## src/hw/rtl/htw_pkg.sv

```systemverilog
`default_nettype none
package htw_pkg;

  localparam int MAX_CONNS_DEF  = 64;
  localparam int SLOT_COUNT_DEF = 32;

  localparam int TIME_W     = 64;
  localparam int CONN_W     = 6;
  localparam int COUNT_W    = 7;
  localparam int SLOT_W_MAX = 10;
  localparam int RES_N_W    = 11;

  localparam int SLOT_SPAN_US = 1000000;
  localparam int REM_W        = 20;

  localparam logic [TIME_W-1:0] NO_TIMER = '1;

  typedef enum logic [1:0] {
    OP_UPD   = 2'd0,
    OP_REM   = 2'd1,
    OP_SWEEP = 2'd2,
    OP_NOP   = 2'd3
  } op_t;

  typedef struct packed {
    op_t                   op;
    logic [CONN_W-1:0]     conn;
    logic [TIME_W-1:0]     tval;
    logic [SLOT_W_MAX-1:0] slot;
  } cmd_t;

  typedef struct packed {
    logic                next_valid;
    logic [CONN_W-1:0]   next_conn;
    logic [TIME_W-1:0]   next_expiry;
    logic [COUNT_W-1:0]  active_count;
  } status_t;

  typedef struct packed {
    logic               done;
    logic [RES_N_W-1:0] n;
    status_t            status;
  } done_t;

endpackage
`default_nettype wire

```

## src/hw/rtl/htw_cmdq.sv

```systemverilog
`default_nettype none
module htw_cmdq (
  input  wire logic          clk,
  input  wire logic          rst_n,
  input  wire logic          push,
  input  wire htw_pkg::cmd_t push_data,
  output      logic          full,
  input  wire logic          pop,
  output      logic          empty,
  output      htw_pkg::cmd_t pop_data
);
  import htw_pkg::*;

  cmd_t       slots_r [2];
  logic       wr_r, wr_nxt;
  logic       rd_r, rd_nxt;
  logic [1:0] cnt_r, cnt_nxt;
  logic       do_push, do_pop;

  assign full     = cnt_r == 2'd2;
  assign empty    = cnt_r == 2'd0;
  assign pop_data = slots_r[rd_r];
  assign do_push  = push && !full;
  assign do_pop   = pop && !empty;

  always_comb begin
    wr_nxt  = do_push ? ~wr_r : wr_r;
    rd_nxt  = do_pop ? ~rd_r : rd_r;
    cnt_nxt = cnt_r + {1'b0, do_push} - {1'b0, do_pop};
  end

  always_ff @(posedge clk) begin
    if (!rst_n) begin
      wr_r  <= 1'b0;
      rd_r  <= 1'b0;
      cnt_r <= 2'd0;
    end else begin
      wr_r  <= wr_nxt;
      rd_r  <= rd_nxt;
      cnt_r <= cnt_nxt;
    end
  end

  always_ff @(posedge clk) begin
    if (do_push) slots_r[wr_r] <= push_data;
  end

endmodule
`default_nettype wire

```

## config.mk

```make
export PLATFORM = sky130hd
export DESIGN_NAME = htw_cmdq
export DESIGN_NICKNAME = d
export VERILOG_FILES = /design/src/hw/rtl/htw_pkg.sv /design/src/hw/rtl/htw_cmdq.sv
export SDC_FILE = /design/constraint.sdc
export NUM_CORES = 1
export LEC_CHECK = 0
export ABC_AREA = 0
export CORE_UTILIZATION = 65
export DETAILED_ROUTE_END_ITERATION = 16
export DONT_BUFFER_PORTS = 1
export PLACE_DENSITY_LB_ADDON = 0.08
export SYNTH_ARGS = -nofsm -noshare
export SYNTH_HDL_FRONTEND = slang
export SYNTH_SLANG_ARGS = --single-unit
```

## constraint.sdc

```tcl
create_clock -name clk -period 10.5 [get_ports clk]
set_input_delay 1.575 -clock clk [delete_from_list [all_inputs] [get_ports clk]]
set_output_delay 1.575 -clock clk [all_outputs]
set_load 0.005 [all_outputs]
```

==> flow_summary.ini <==
[run_status]
status = finished, final reports clean

[logic_synthesis]
ys_seq_area_frac = 0.767
synthesis.area_um2 = 6550
synth-main-ff-cell = edfxtp_1
syn-num-nets = 370
synth.top_cell.area_share = 0.751
yosysMostFrequentCell = edfxtp_1
synthArstFlopShare = 0
yosysTopAreaCell = edfxtp_1
synthCells = 282
yosys_warnings = 0
synth_cell_types = 18
synth_seq_cells = 169
syn_avg_cell_area_um2 = 23.2
yosys-top-cells-area = edfxtp_1 (75%), mux2_4 (18%), buf_12 (2.4%)
synth-edff-count = 164
synth_common_cells = edfxtp_1 (164), mux2_4 (80), buf_12 (8), dfxtp_1 (5), nor2_1 (5)

[final_layout]
final_cells = 440
area_delta_synth_final_pct = 9.95
n_antenna_cell = 0
final_core_util = 0.737
nFillCells = 565
final_nets = 382
drive_gt1_frac = 0.388

[global_route]
track_usage = 0.185
grt_pass1_wl_um = 13200
grt_remaining_overflow = 0
grt_pass1_vias = 2511
antenna_found_initial = 0
grt_max_degree = 83

[cts]
cts_tree = built
cts_root_buf = clkbuf_8
cts_resized = 0
clock_latency_ns = 0.53
clkSinkCount = 169
h-tree-depth = 4
cts_setup_buffers = 0
hold_buffers = 0
cts.clk_slew.worst_paths_ns = 0.06
clk_path_buf_depth = 2
numCtsBuffers = 17

[die]
rows = 36
die_x_um = 102
die_area_um2 = 10500
start_util = 0.671
core_um2 = 9770
die_y_um = 102
ios = 170

[timing]
finalCritPeriodShare = 0.391
maxSlewViolCount = 0
rsz0062_at_grt = no
finalHoldViolations = 0
worst_pin_slew_ns = 1.14
fin_crit_ns = 4.11
setup_viol = 0
slew_headroom = 0.238
fin_skew_ns = 0.00831
fin_setup_tns_ns = 0
setup_ws_ns = 6.39
max_freq_mhz = 243

[power]
max-vdd-ir-drop_v = 0.000192
power_w = 0.00195
leakage_nw = 2.56
pwr_density_cell_nw_per_um2 = 271

[worst_setup_path]
cp.required_ns = 8.93
crit_fanout = 45
worstPathArrival_ns = 2.53
end_kind = output pin
startpoint_type = flip-flop
crit_type = flip-flop to output pin

[drt]
dr.first_iter.drc_count = 90
first_pass_iters = 4
ant_nets = 0
drc = 0
wl_per_cell_um = 21.6
wl_um = 9520
via_count = 2497
viasPerCell = 5.68

[place]
dp_cells = 408
port_buffers = 0
preCtsSetupSlack_ns = 6.90
dp.final_hpwl_um = 5840
place_congestion = 0.716

[run]
max-cap-violations = 0

[hold_path]
hold_class = flip-flop to flip-flop
[per-stage QoR]
step                      hold WS [ns]  area [um2]
after floorplan                  0.455        6550
final                            0.528        7210
after detailed placement         0.501        6580
after global placement           0.493        6580
after CTS                        0.530        7210
after global routing             0.567        7210
[flip-flops by register name (all words and copies together) (netlist names), named ones only]
signal	cells
cnt_r	2
slots_r	164
rd_r	1
wr_r	1
[final cells by class]
type	instances	area (um2)	share of cell area
flip-flops and latches	169	5030	0.698
multi-input cells	101	1360	0.189
clock buffers	17	414	0.0575
clock inverters	15	211	0.0293
well taps	133	166	0.0231
repair buffers	2	15.0	0.00208
inverters	3	11.3	0.00156
[layer usage]
layer | up-vias | wire length, um | global-route usage | share of wire
met5 | - | 0 | 0 | 0
met1 | 1237 | 3350 | 0.200 | 0.35
met4 | 0 | 154 | 0.0956 | 0.016
met2 | 114 | 4800 | 0.287 | 0.50
li1 | 1132 | - | - | -
met3 | 14 | 1210 | 0.111 | 0.13
[worst paths after layout]
check                                from        endpoint  slack [ns]  cells past startpoint
worst min register to register       rd_r       flip-flop        0.53                      2
worst max register to register   cnt_r[0]  slots_r[0][37]        8.37                      4
worst min-delay path                 rd_r       flip-flop        0.53                      2
worst max-delay path            flip-flop    pop_data[57]        6.39                      2
[cell usage in the layout, fill, tap and decap left out, types with 2 or more instances in the layout]
| cell | count |
|---|---|
| clkinv_4 | 2 |
| nand2_1 | 2 |
| edfxtp_1 | 164 |
| nor2_1 | 4 |
| mux2_2 | 2 |
| clkbuf_16 | 16 |
| mux2_4 | 80 |
| buf_4 | 2 |
| dfxtp_1 | 4 |
| ha_1 | 2 |
| nand2b_1 | 2 |
| inv_1 | 3 |
| bufinv_16 | 4 |
| inv_6 | 6 |
| and2_1 | 2 |
| clkinv_2 | 2 |
[worst max-delay path: stages (launching register included)]
cell and delay [ns]:
dfxtp_4 0.89, buf_4 0.69, mux2_4 0.37
[report_power, final]
part | switching [W] | leakage (nW) | internal [W] | total, W
clock network | 0.000253 | 0.310 | 0.000392 | 0.000645
registers | 0.0000643 | 1.57 | 0.000873 | 0.000938
logic | 0.000168 | 0.674 | 0.000204 | 0.000372
[cell families (layout without fill, tap and decap cells)]
group                    after synthesis  after routing  synth area share
flip-flops                           169            169             0.767
multiplexers                          83             83             0.188
AND/OR/NAND/NOR                       13             13           0.00955
buffers and inverters                 12             37            0.0279
adder cells (fa/ha/maj)                2              2           0.00382
XOR/XNOR                               2              2           0.00267
AO/OA/AOI/OAI                          1              1           0.00115
(Power assumes the default switching activity.)
