--- config.mk ---
export PLATFORM = sky130hd
export DESIGN_NAME = htw_out
export DESIGN_NICKNAME = d
export VERILOG_FILES = /design/src/hw/rtl/htw_pkg.sv /design/src/hw/rtl/htw_out.sv
export SDC_FILE = /design/constraint.sdc
export NUM_CORES = 1
export LEC_CHECK = 0
export BUFFER_PORTS_ARGS = -buffer_cell sky130_fd_sc_hd__buf_2
export CELL_PAD_IN_SITES_DETAIL_PLACEMENT = 2
export CELL_PAD_IN_SITES_GLOBAL_PLACEMENT = 2
export CORE_ASPECT_RATIO = 0.6
export CORE_MARGIN = 2
export CORE_UTILIZATION = 38
export DETAILED_ROUTE_END_ITERATION = 10
export HOLD_SLACK_MARGIN = 0.02
export MAX_ROUTING_LAYER = met4
export PLACE_DENSITY_LB_ADDON = 0.1
export REMOVE_ABC_BUFFERS = 1
export SETUP_SLACK_MARGIN = 0.4
export SLEW_MARGIN = 30
export SYNTH_ARGS = -nofsm -noshare
export SYNTH_HDL_FRONTEND = slang
export SYNTH_SLANG_ARGS = --single-unit
--- constraint.sdc ---
create_clock -name clk -period 3.6 [get_ports clk]
set_input_delay 0 -clock clk [delete_from_list [all_inputs] [get_ports clk]]
set_output_delay 0 -clock clk [all_outputs]
set_load 0.01 [all_outputs]
--- src/hw/rtl/htw_pkg.sv ---
`default_nettype none
package htw_pkg;

  localparam int MAX_CONNS_DEF  = 64;
  localparam int SLOT_COUNT_DEF = 32;

  localparam int TIME_W     = 64;
  localparam int CONN_W     = 6;
  localparam int COUNT_W    = 7;
  localparam int SLOT_W_MAX = 10;
  localparam int RES_N_W    = 11;

  localparam int SLOT_SPAN_US = 1000000;
  localparam int REM_W        = 20;

  localparam logic [TIME_W-1:0] NO_TIMER = '1;

  typedef enum logic [1:0] {
    OP_UPD   = 2'd0,
    OP_REM   = 2'd1,
    OP_SWEEP = 2'd2,
    OP_NOP   = 2'd3
  } op_t;

  typedef struct packed {
    op_t                   op;
    logic [CONN_W-1:0]     conn;
    logic [TIME_W-1:0]     tval;
    logic [SLOT_W_MAX-1:0] slot;
  } cmd_t;

  typedef struct packed {
    logic                next_valid;
    logic [CONN_W-1:0]   next_conn;
    logic [TIME_W-1:0]   next_expiry;
    logic [COUNT_W-1:0]  active_count;
  } status_t;

  typedef struct packed {
    logic               done;
    logic [RES_N_W-1:0] n;
    status_t            status;
  } done_t;

endpackage
`default_nettype wire

--- src/hw/rtl/htw_out.sv ---
`default_nettype none
module htw_out #(
  parameter int MAXC = 64,
  parameter int CW   = $clog2(MAXC),
  parameter int NW   = $clog2(MAXC + 1)
) (
  input  wire logic                          clk,
  input  wire logic                          rst_n,
  input  wire logic                          res_push,
  input  wire logic [NW-1:0]                 res_idx,
  input  wire logic [CW-1:0]                 res_conn,
  input  wire htw_pkg::done_t                done,
  output      logic                          busy,
  output      logic                          out_empty,
  input  wire logic                          out_pop,
  output      logic                          out_expired_valid,
  output      logic [htw_pkg::CONN_W-1:0]    out_expired_conn,
  output      logic                          out_last,
  output      logic                          out_next_valid,
  output      logic [htw_pkg::CONN_W-1:0]    out_next_conn,
  output      logic [htw_pkg::TIME_W-1:0]    out_next_expiry,
  output      logic [htw_pkg::COUNT_W-1:0]   out_active_count
);
  import htw_pkg::*;

  logic [CW-1:0] res_mem [MAXC];
  logic [CW-1:0] q_r;

  logic          busy_r, busy_nxt;
  logic [NW-1:0] rd_r, rd_nxt;
  logic [NW-1:0] n_r;
  status_t       st_r;
  logic          popped, is_last;

  assign busy      = busy_r;
  assign out_empty = !busy_r;
  assign is_last   = (n_r == '0) || (rd_r == n_r - NW'(1));
  assign popped    = out_pop && busy_r;

  always_comb begin
    busy_nxt = busy_r;
    rd_nxt   = rd_r;
    if (done.done) begin
      busy_nxt = 1'b1;
      rd_nxt   = '0;
    end else if (popped) begin
      if (is_last) busy_nxt = 1'b0;
      else rd_nxt = rd_r + NW'(1);
    end
  end

  always_ff @(posedge clk) begin
    if (!rst_n) begin
      busy_r <= 1'b0;
      rd_r   <= '0;
    end else begin
      busy_r <= busy_nxt;
      rd_r   <= rd_nxt;
    end
  end

  // prefetch the word that will be on the ports next cycle
  always_ff @(posedge clk) begin
    if (res_push) res_mem[res_idx[CW-1:0]] <= res_conn;
    q_r <= res_mem[rd_nxt[CW-1:0]];
    if (done.done) begin
      n_r  <= done.n[NW-1:0];
      st_r <= done.status;
    end
  end

  assign out_expired_valid = n_r != '0;
  assign out_expired_conn  = (n_r != '0) ? CONN_W'(q_r) : '0;
  assign out_last          = is_last;
  assign out_next_valid    = st_r.next_valid;
  assign out_next_conn     = st_r.next_conn;
  assign out_next_expiry   = st_r.next_expiry;
  assign out_active_count  = st_r.active_count;

endmodule
`default_nettype wire

==> flow_summary.yaml <==
logic_synthesis:
  synthFlopType: "edfxtp_1"
  yosysWarnings: 0
  synth-edff-count: 469
  syn_area_um2: 18930
  seq_area_frac_synth: 0.7586
  synth_cell_types: 58
  syn_inst: 1249
  synth.avg_cell_area_um2: 15.16
  async_flop_share: 0
  synth_seq_cells: 483
worst_setup_path:
  critPathSlowestCell: "or4_1"
  path_class: "reg2reg"
  cpPeakStageDelay_ps: 520
  reg2reg_setup_slack_ps: -210
  cp.required_ps: 4050
  worst-path-buf-inv: 4
  crit_chain: "buf_4 -> nor3_4 -> nand3_2 -> a2111oi_4 -> buf_4 -> a21oi_4 -> buf_12 -> mux2_4 -> buf_12 -> mux4_2 -> mux2i_4 -> o22ai_4 -> or4_1"
  setup.worst_path.start_class: "flop"
  cp_max_fo: 13
  cp-end-kind: "flop"
  cp_top_family: "multiplexers"
  cp_data_arrival_time_ps: 4260
timing:
  fmax_ghz: 0.2624
  finalHoldViolCount: 0
  setup_slack_ps: -210.6
  finClkSkew_ps: 22.51
  setup_viol_count_final: 6
  min_period_over_period: 1.059
  slew_viol_final: 0
  slew_headroom: 0.3362
  rsz0062_at_grt: "true"
  fin_tns_setup_ps: -802.1
  min_period_ps: 3811
  tightest_slew_ps: 995.8
pwr:
  power.density_nw_per_um2: 478.2
  p_int_mw: 9.344
  share_seq_of_total_power: 0.525
  p_leak_nw: 8.889
  p_comb_frac: 0.062
  swShare: 0.2250
  ir_drop_v: 0.0004187
  switchingPower_mw: 2.713
  power_frac_clock: 0.413
route:
  dr.pass1.iters: 5
  post_drt_wl_per_cell_um: 30.45
  vias: 13210
  wirelength_um: 72650
  drc: 0
  via_per_inst: 5.537
  drt_iter0_drc: 1273
  drtAntennaViolNets: 0
finish:
  drive_gt1_frac: 0.3105
  antenna_cells: 0
  final_cell_mix: "edfxtp_1 (469), nand2_1 (212), buf_2 (187), buf_4 (140), dlygate4sd3_1 (92)"
  fin_nets: 1810
  multiInputGateArea_um2: 4791
  stdcell_area_um2: 25210
  fin_cells: 2386
  fillCellCount: 4519
  final_common_cell: "edfxtp_1"
  area_growth_pct: 33.15
  seqCellArea_um2: 14360
run_status:
  status: "finished, violations left"
  violations: "setup timing"
floorplan:
  fp-row-count: 63
  dieHeight_um: 176.9
  io_pins: 195
  die_w_um: 292.2
  core_area_um2: 49270
  start_util: 0.3843
  fp.dieArea_um2: 51690
global_routing:
  antenna_found_initial: 1
  grtUsageTotal: 0.2877
  grt_pass1_vias: 14200
  grt_overflow: 0
  grt_max_degree: 78
  grt_pass1_wl_um: 103300
clock_tree:
  cts_buffers: 46
  cts-htree-levels: 2
  clock_latency_ps: 580
  clock_path_buffers: 3
  clock_sinks: 483
  path_clk_slew_ps: 70
  root_buffer: "clkbuf_16"
  cts_tree: "yes"
placed_design:
  io_buffers: 189
  gp_congestion: 0.8123
  dp_hpwl_um: 45080
  dpl_cell_area_um2: 21780
  place_inst: 2169
job:
  drv_cap: 0
worst_hold_path:
  hold_path.class: "in2reg"
[final timing paths]
check | start | end | cells after the start
setup / recovery | n_r[4] | q_r[3] | 13
hold reg to reg | rd_r[6] | rd_r[6] | 2
setup reg to reg | n_r[4] | q_r[3] | 13
hold / removal | res_conn[2] | res_mem[19][2] | 1
[what timing repair did]
| action | 4_1_cts | 5_1_grt |
|---|---|---|
| buffers inserted | 28 | 9 |
| pin swaps | 27 | 15 |
| gates cloned | 4 | 0 |
| resized for setup | 106 | 26 |
| setup endpoints to repair | 6 | 6 |
| hold buffers | 91 | 1 |
| hold endpoints to repair | 113 | 43 |
[power by group through the flow]
| stage | clock, mW | sequential (mW) | combinational, mW |
|---|---|---|---|
| final | 4.98 | 6.33 | 0.744 |
| after global routing | 5.26 | 6.34 | 0.782 |
| after CTS | 5.00 | 6.33 | 0.706 |
| after detailed placement | 0 | 6.45 | 0.569 |
| after global placement | 0 | 6.43 | 0.549 |
| after floorplan | 0 | 6.48 | 0.134 |
[Yosys cell counts (4+ instances only)]
cell,n,share of area
nor2_1,84,0.017
o22ai_1,4,0.0013
a32oi_1,21,0.0097
nand4_1,15,0.0050
nand3_1,73,0.019
nand2_1,220,0.044
nand2b_1,4,0.0013
a21oi_1,40,0.011
and3_1,5,0.0017
a221oi_1,6,0.0028
o21ai_0,6,0.0016
a211oi_1,13,0.0052
mux4_2,11,0.013
nor3_1,7,0.0019
edfxtp_1,469,0.74
a31oi_1,9,0.0030
dfxtp_1,14,0.015
clkbuf_1,24,0.0048
nor2b_1,10,0.0033
inv_1,4,0.00079
buf_2,31,0.0082
and2_1,13,0.0043
a2111oi_0,5,0.0023
mux2i_1,88,0.047
xnor2_1,10,0.0046
buf_1,4,0.00079
[layout make-up]
cell class,count,area share
inverter,4,0.0005955
clock inverter,27,0.008685
multi-input combinational,699,0.1900
clock buffer,57,0.04983
timing repair buffer,466,0.1489
tap,650,0.03226
sequential,483,0.5697
[logic make-up (layout without fill, tap and decap cells)]
logic type / after synthesis / in the layout / share of synthesized area
fa+ha+maj: 3 / 3 / 0.001983
buf+inv: 67 / 554 / 0.01632
simple gates: 448 / 448 / 0.1033
xor+xnor: 14 / 14 / 0.006873
compound gates: 130 / 130 / 0.05002
flops: 483 / 483 / 0.7586
mux: 104 / 104 / 0.06291
[registers in the layout (all words and copies together) (netlist names)]
name	cells
q_r	6
out_next_valid	1
out_active_count	7
out_next_expiry	64
out_next_conn	6
busy	1
rd_r	7
n_r	7
res_mem	384
[per-layer routing]
metal / up-vias / track usage / routed length [um] / share of wire
li1: 5647 / - / - / -
met1: 7018 / 0.4023 / 32800 / 0.45
met2: 446 / 0.4418 / 33690 / 0.46
met3: 101 / 0.05249 / 4687 / 0.065
met4: 0 / 0.06164 / 1469 / 0.020
met5: - / - / 0 / 0
[stage by stage]
stage | util | hold slack, ps | power (mW) | setup WS [ps]
floorplan | - | 98.87 | 6.610 | -3267
global placement | 0.4420 | 177.5 | 6.984 | -313.5
detailed placement | 0.4421 | 178.3 | 7.015 | -415.7
CTS | 0.5069 | 22.70 | 12.04 | -7.859
global route | 0.5117 | 43.16 | 12.37 | -292.9
finish | 0.5117 | 52.28 | 12.06 | -210.6
Note: power is estimated with default switching activity, not from simulation.
