===== src/hw/rtl/htw_pkg.sv =====
`default_nettype none
package htw_pkg;

  localparam int MAX_CONNS_DEF  = 64;
  localparam int SLOT_COUNT_DEF = 32;

  localparam int TIME_W     = 64;
  localparam int CONN_W     = 6;
  localparam int COUNT_W    = 7;
  localparam int SLOT_W_MAX = 10;
  localparam int RES_N_W    = 11;

  localparam int SLOT_SPAN_US = 1000000;
  localparam int REM_W        = 20;

  localparam logic [TIME_W-1:0] NO_TIMER = '1;

  typedef enum logic [1:0] {
    OP_UPD   = 2'd0,
    OP_REM   = 2'd1,
    OP_SWEEP = 2'd2,
    OP_NOP   = 2'd3
  } op_t;

  typedef struct packed {
    op_t                   op;
    logic [CONN_W-1:0]     conn;
    logic [TIME_W-1:0]     tval;
    logic [SLOT_W_MAX-1:0] slot;
  } cmd_t;

  typedef struct packed {
    logic                next_valid;
    logic [CONN_W-1:0]   next_conn;
    logic [TIME_W-1:0]   next_expiry;
    logic [COUNT_W-1:0]  active_count;
  } status_t;

  typedef struct packed {
    logic               done;
    logic [RES_N_W-1:0] n;
    status_t            status;
  } done_t;

endpackage
`default_nettype wire


===== src/hw/rtl/htw_front.sv =====
`default_nettype none
module htw_front #(
  parameter int MAXC = 64,
  parameter int SC   = 32
) (
  input  wire logic                         clk,
  input  wire logic                         rst_n,
  input  wire logic                         in_push,
  output      logic                         in_full,
  input  wire logic [1:0]                   in_kind,
  input  wire logic [htw_pkg::CONN_W-1:0]   in_conn_id,
  input  wire logic [htw_pkg::TIME_W-1:0]   in_expiry_time,
  input  wire logic [htw_pkg::TIME_W-1:0]   in_now_time,
  input  wire logic                         clearing,
  input  wire logic                         q_full,
  output      logic                         q_push,
  output      htw_pkg::cmd_t                q_data
);
  import htw_pkg::*;

  localparam int SW = (SC > 1) ? $clog2(SC) : 1;

  localparam logic [1:0] KIND_UPDATE = 2'd0;
  localparam logic [1:0] KIND_REMOVE = 2'd1;
  localparam logic [1:0] KIND_SWEEP  = 2'd2;

  // floor(t / 1e6) == floor((t >> 6) / 15625): divide the shifted time by
  // 15625 one 16-bit digit at a time with a reciprocal multiply per digit
  localparam int SPAN_SHIFT = 6;
  localparam int SPAN_ODD   = SLOT_SPAN_US >> SPAN_SHIFT;
  localparam int ODD_W      = 14;
  localparam int DIG_W      = 16;
  localparam int X_W        = ODD_W + DIG_W;
  localparam int QK         = 44;
  localparam int QM_W       = 31;
  localparam logic [QM_W-1:0] QM = QM_W'((64'd1 << QK) / 64'(SPAN_ODD));

  // quotient kept modulo the slot count, reduced once per digit
  localparam int VW  = 21;
  localparam int MK  = 22;
  localparam int MMW = 23;
  localparam int R16 = (1 << DIG_W) % SC;
  localparam logic [MMW-1:0] MM = MMW'((64'd1 << MK) / 64'(SC));

  typedef enum logic [6:0] {
    F_IDLE = 7'b0000001,
    F_QEST = 7'b0000010,
    F_QFIX = 7'b0000100,
    F_MADD = 7'b0001000,
    F_MEST = 7'b0010000,
    F_MFIX = 7'b0100000,
    F_PUSH = 7'b1000000
  } fstate_t;

  fstate_t           state_r, state_nxt;
  cmd_t              cmd_r, cmd_nxt;
  logic [ODD_W-1:0]  rem_r, rem_nxt;
  logic [SW-1:0]     qm_r, qm_nxt;
  logic [1:0]        dig_r, dig_nxt;
  logic [X_W-1:0]    x_r, x_nxt;
  logic [DIG_W-1:0]  qe_r, qe_nxt;
  logic [DIG_W-1:0]  qd_r, qd_nxt;
  logic [VW-1:0]     v_r, v_nxt;
  logic [VW-1:0]     me_r, me_nxt;

  logic                  accept;
  logic                  cid_ok;
  op_t                   op_in;
  logic [TIME_W-1:0]     tshift;
  logic [DIG_W-1:0]      digit;
  logic [X_W-1:0]        x_cur;
  logic [X_W+QM_W-1:0]   qprod;
  logic [X_W-1:0]        r_fix;
  logic                  r_ge;
  logic [VW+MMW-1:0]     mprod;
  logic [VW-1:0]         m_fix;
  logic                  m_ge;

  assign in_full = (state_r != F_IDLE) || clearing;
  assign accept  = in_push && !in_full;
  assign cid_ok  = int'(in_conn_id) < MAXC;
  assign q_push  = (state_r == F_PUSH) && !q_full;
  assign q_data  = cmd_r;

  assign tshift = cmd_r.tval >> SPAN_SHIFT;
  assign digit  = tshift[int'(dig_r) * DIG_W +: DIG_W];
  assign x_cur  = {rem_r, digit};
  assign qprod  = (X_W+QM_W)'(x_cur) * (X_W+QM_W)'(QM);
  assign r_fix  = x_r - X_W'(qe_r) * X_W'(SPAN_ODD);
  assign r_ge   = r_fix >= X_W'(SPAN_ODD);
  assign mprod  = (VW+MMW)'(v_r) * (VW+MMW)'(MM);
  assign m_fix  = v_r - me_r * VW'(SC);
  assign m_ge   = m_fix >= VW'(SC);

  always_comb begin
    case (in_kind)
      KIND_UPDATE: op_in = cid_ok ? OP_UPD : OP_NOP;
      KIND_REMOVE: op_in = cid_ok ? OP_REM : OP_NOP;
      KIND_SWEEP:  op_in = OP_SWEEP;
      default:     op_in = OP_NOP;
    endcase
  end

  always_comb begin
    state_nxt = state_r;
    cmd_nxt   = cmd_r;
    rem_nxt   = rem_r;
    qm_nxt    = qm_r;
    dig_nxt   = dig_r;
    x_nxt     = x_r;
    qe_nxt    = qe_r;
    qd_nxt    = qd_r;
    v_nxt     = v_r;
    me_nxt    = me_r;
    case (state_r)
      F_IDLE: begin
        rem_nxt = '0;
        qm_nxt  = '0;
        dig_nxt = 2'd3;
        if (accept) begin
          cmd_nxt.op   = op_in;
          cmd_nxt.conn = in_conn_id;
          cmd_nxt.tval = (in_kind == KIND_SWEEP) ? in_now_time : in_expiry_time;
          cmd_nxt.slot = '0;
          if (op_in == OP_UPD && in_expiry_time != NO_TIMER) state_nxt = F_QEST;
          else state_nxt = F_PUSH;
        end
      end
      // estimate may come out one low, fixed next cycle
      F_QEST: begin
        x_nxt     = x_cur;
        qe_nxt    = qprod[QK +: DIG_W];
        state_nxt = F_QFIX;
      end
      F_QFIX: begin
        qd_nxt    = r_ge ? qe_r + DIG_W'(1) : qe_r;
        rem_nxt   = r_ge ? ODD_W'(r_fix - X_W'(SPAN_ODD)) : ODD_W'(r_fix);
        state_nxt = F_MADD;
      end
      F_MADD: begin
        v_nxt     = VW'(qm_r) * VW'(R16) + VW'(qd_r);
        state_nxt = F_MEST;
      end
      F_MEST: begin
        me_nxt    = mprod[MK +: VW];
        state_nxt = F_MFIX;
      end
      F_MFIX: begin
        qm_nxt = m_ge ? SW'(m_fix - VW'(SC)) : SW'(m_fix);
        if (dig_r == 2'd0) begin
          cmd_nxt.slot = SLOT_W_MAX'(qm_nxt);
          state_nxt    = F_PUSH;
        end else begin
          dig_nxt   = dig_r - 2'd1;
          state_nxt = F_QEST;
        end
      end
      F_PUSH: begin
        if (!q_full) state_nxt = F_IDLE;
      end
      default: state_nxt = F_IDLE;
    endcase
  end

  always_ff @(posedge clk) begin
    if (!rst_n) begin
      state_r <= F_IDLE;
    end else begin
      state_r <= state_nxt;
    end
  end

  always_ff @(posedge clk) begin
    cmd_r <= cmd_nxt;
    rem_r <= rem_nxt;
    qm_r  <= qm_nxt;
    dig_r <= dig_nxt;
    x_r   <= x_nxt;
    qe_r  <= qe_nxt;
    qd_r  <= qd_nxt;
    v_r   <= v_nxt;
    me_r  <= me_nxt;
  end

endmodule
`default_nettype wire


===== config.mk =====
export PLATFORM = sky130hd
export DESIGN_NAME = htw_front
export DESIGN_NICKNAME = d
export VERILOG_FILES = /design/src/hw/rtl/htw_pkg.sv /design/src/hw/rtl/htw_front.sv
export SDC_FILE = /design/constraint.sdc
export NUM_CORES = 1
export LEC_CHECK = 0
export ABC_AREA = 1
export BUFFER_PORTS_ARGS = -buffer_cell sky130_fd_sc_hd__buf_2
export CAP_MARGIN = 20
export CORE_MARGIN = 2
export CORE_UTILIZATION = 58
export DETAILED_ROUTE_END_ITERATION = 12
export PLACE_DENSITY = 0.76
export SLEW_MARGIN = 25
export SYNTH_ARGS = -nofsm -noshare
export SYNTH_HDL_FRONTEND = slang
export SYNTH_SLANG_ARGS = --single-unit

===== constraint.sdc =====
create_clock -name clk -period 21.6 [get_ports clk]
set_input_delay 2.16 -clock clk [delete_from_list [all_inputs] [get_ports clk]]
set_output_delay 2.16 -clock clk [all_outputs]
set_load 0.01 [all_outputs]

==> flow_summary.ini <==
[yosys]
yosysUniqueCellTypes = 47
synth_xor_area_share_pct = 0.771
ys_seq_area_share_pct = 16.3
synth.area.top_cells = fa_1 (30%), ha_1 (21%), edfxtp_1 (16%), inv_1 (12%), nand2_1 (5.4%)
synth_edf_count = 149
synth_compound_area_share_pct = 4.82
synth_fa_ha_area_share_pct = 51.5
ys.warnings.count = 0
synth.area.mux_share_pct = 2.54
synth_seq_cells = 156
synth_simple_gate_area_share_pct = 11.6
synth_area_sq_mm = 0.0284
synth.avg_cell_area_sq_um = 9.16
synthCells = 3098
synth_top_area_share_pct = 30.2
synth_top_family_by_area = adder cells
synth_ff_type = edfxtp_1
netlist.top_cell.by_area = fa_1
async_flop_share_pct = 0

[timing]
fin_ws_ps = 12890
fin_hold_ws_ps = 421
setup_tns_ps = 0
grt_setup_unrepaired = false
fmax_mhz = 115
finClkSkew_ps = 21.9
hold_viol = 0
slew_violations = 0
worstMarginPinSlew_ps = 983
post-route-min-period_ps = 8710
min_period_over_period_pct = 40.3
maxSlewHeadroom_pct = 34.5
setup_viol = 0

[die]
core_area_sq_mm = 0.0486
initial_utilization_pct = 58.3
dieArea_sq_mm = 0.0507
dieWidth_um = 225
rows = 81
io_pins = 225
die_y_um = 225

[worst_setup_path]
crit_buf_inv = 4
crit_path_start_kind = flip-flop
rr_worst_depth = 23
critical_path.max_fanout = 29
crit_top_cell = fa_1
arrival_ps = 8900
crit_chain = inv_1 > or2_2 > a32oi_1 > inv_1 > fa_1 > fa_1 > fa_1 > fa_1 > fa_1 > inv_1 > fa_1 > inv_1 > fa_1 > ha_1 > ha_1 > a21oi_1 > o21ai_0 > a21oi_1 > o21ai_0 > a31oi_1 > o21a_1 > o21ai_0 > xor2_1
cp.depth = 23
cp_top_family = adder cells
cpMaxStageDelayCell = edfxtp_1
endpoint_kind = flip-flop
slowest_delay_ps = 890
worstPathRequired_ps = 21790
path_class = reg2reg

[global_route]
grt_overflow = 0
grt_max_degree = 65
grt_pass1_wl_um = 121000
grt.total_usage_pct = 32.0
first_global_vias = 22200
grt_antenna_before_repair = 2

[clock_tree]
htreeDepth = 4
root_buffer = clkbuf_16
cts_buffers = 17
insertion_delay_ps = 470
cts_num_sinks = 156
tritoncts = yes
cts_setup_buffers = 0
clkTransAtPathRegs_ps = 70
clk_path_buf_depth = 2
ctsHoldBuffers = 0
ctsResizeCount = 0

[placement]
hpwl_um = 67900
pre_cts_ws_ps = 12900
portBuffers = 219
place.gp.congestion = 0.975

[cells_and_area]
nFillCells = 4049
drive_gt1_share_pct = 11.2
syn_to_final_growth_pct = 8.86
final_cell_mix = inv_1 (904), ha_1 (484), fa_1 (428)
nNetsFinal = 4388
final_common_cell = inv_1

[route]
first_iter_violations = 1566
route.detailed.wl_per_inst_um = 19.8
antenna_left = 0
avgViaCountPerCell = 5.43
via_count = 21600
drtPass1Iterations = 6
drc = 0
drt-total-wl_um = 78700

[run]
drv_cap = 0

[outcome]
status = complete, no violations

[min_path]
hold_depth = 0
holdCritPathClass = reg2reg
==> cell type report <==
cell class	instances	area, sq um	area share [%]
flip-flops and latches	156	4610	14.9
inverters	907	3400	11.0
diodes	2	5.00	0.0162
well taps	622	778	2.52
multi-input cells	2016	20300	65.6
repair buffers	237	1230	3.98
clock inverters	15	161	0.522
clock buffers	17	425	1.38
==> synthesized netlist by cell type, types with 7 or more instances <==
cell type    n
a21o_1      10
a21oi_1    112
a31oi_1     17
a32oi_1     13
clkbuf_1    12
dfxtp_1      7
edfxtp_1   149
fa_1       428
ha_1       484
inv_1      904
mux2_2      64
nand2_1    405
nand2_2     10
nand3_1     72
nand3b_1     7
nand4_1     42
nor2_1     173
nor3_1      20
nor4_1       9
o21a_1       7
o21ai_0     60
or2_2       15
xnor2_1     10
xor2_1      15
==> cell families (layout without fill, tap and decap cells) <==
logic type	after synthesis	in the layout
other	1	7
muxes	64	64
AOI/OAI and AO/OA	240	240
adders and majority gates	912	912
DFF	156	156
and+or+nand+nor	770	770
buffers and inverters	930	1176
xor gates and xnor gates	25	25
==> path summary, 6_finish.rpt <==
check / from / to / slack, ps
worst max-delay path: dig_r[0] / qe_r[6] / 12890
worst max register to register: dig_r[0] / qe_r[6] / 12890
worst min-delay path: qd_r[3] / v_r[3] / 420
worst min register to register: qd_r[3] / v_r[3] / 420
==> flip-flops by register name, summed over array words and instances, names as in the netlist <==
name,flops
q_data,77
dig_r,2
qe_r,16
v_r,5
x_r,30
qd_r,5
state_r,7
rem_r,14
==> routing by layer <==
layer / global-route usage, % / part of all wire [%] / vias up
met5: 0 / 0 / -
met4: 12.2 / 3.8 / 0
met3: 7.48 / 8.5 / 173
met2: 52.2 / 48 / 883
met1: 41.5 / 40 / 10400
li1: - / - / 10100
==> stage by stage <==
| step | std cells | cell area, sq um | utilization [%] |
|---|---|---|---|
| 6_report | 3972 | 30900 | 63.5 |
| 5_1_grt | 3972 | 30900 | 63.5 |
| 4_1_cts | 3970 | 30900 | 63.5 |
| 3_5_place_dp | 3938 | 30300 | 62.3 |
| 3_3_place_gp | 3938 | 30300 | 62.3 |
| 2_1_floorplan | 3102 | 28400 | - |
Power is not shown: default switching activity piles up to over one toggle a cycle in this logic, so the estimate is an artifact.
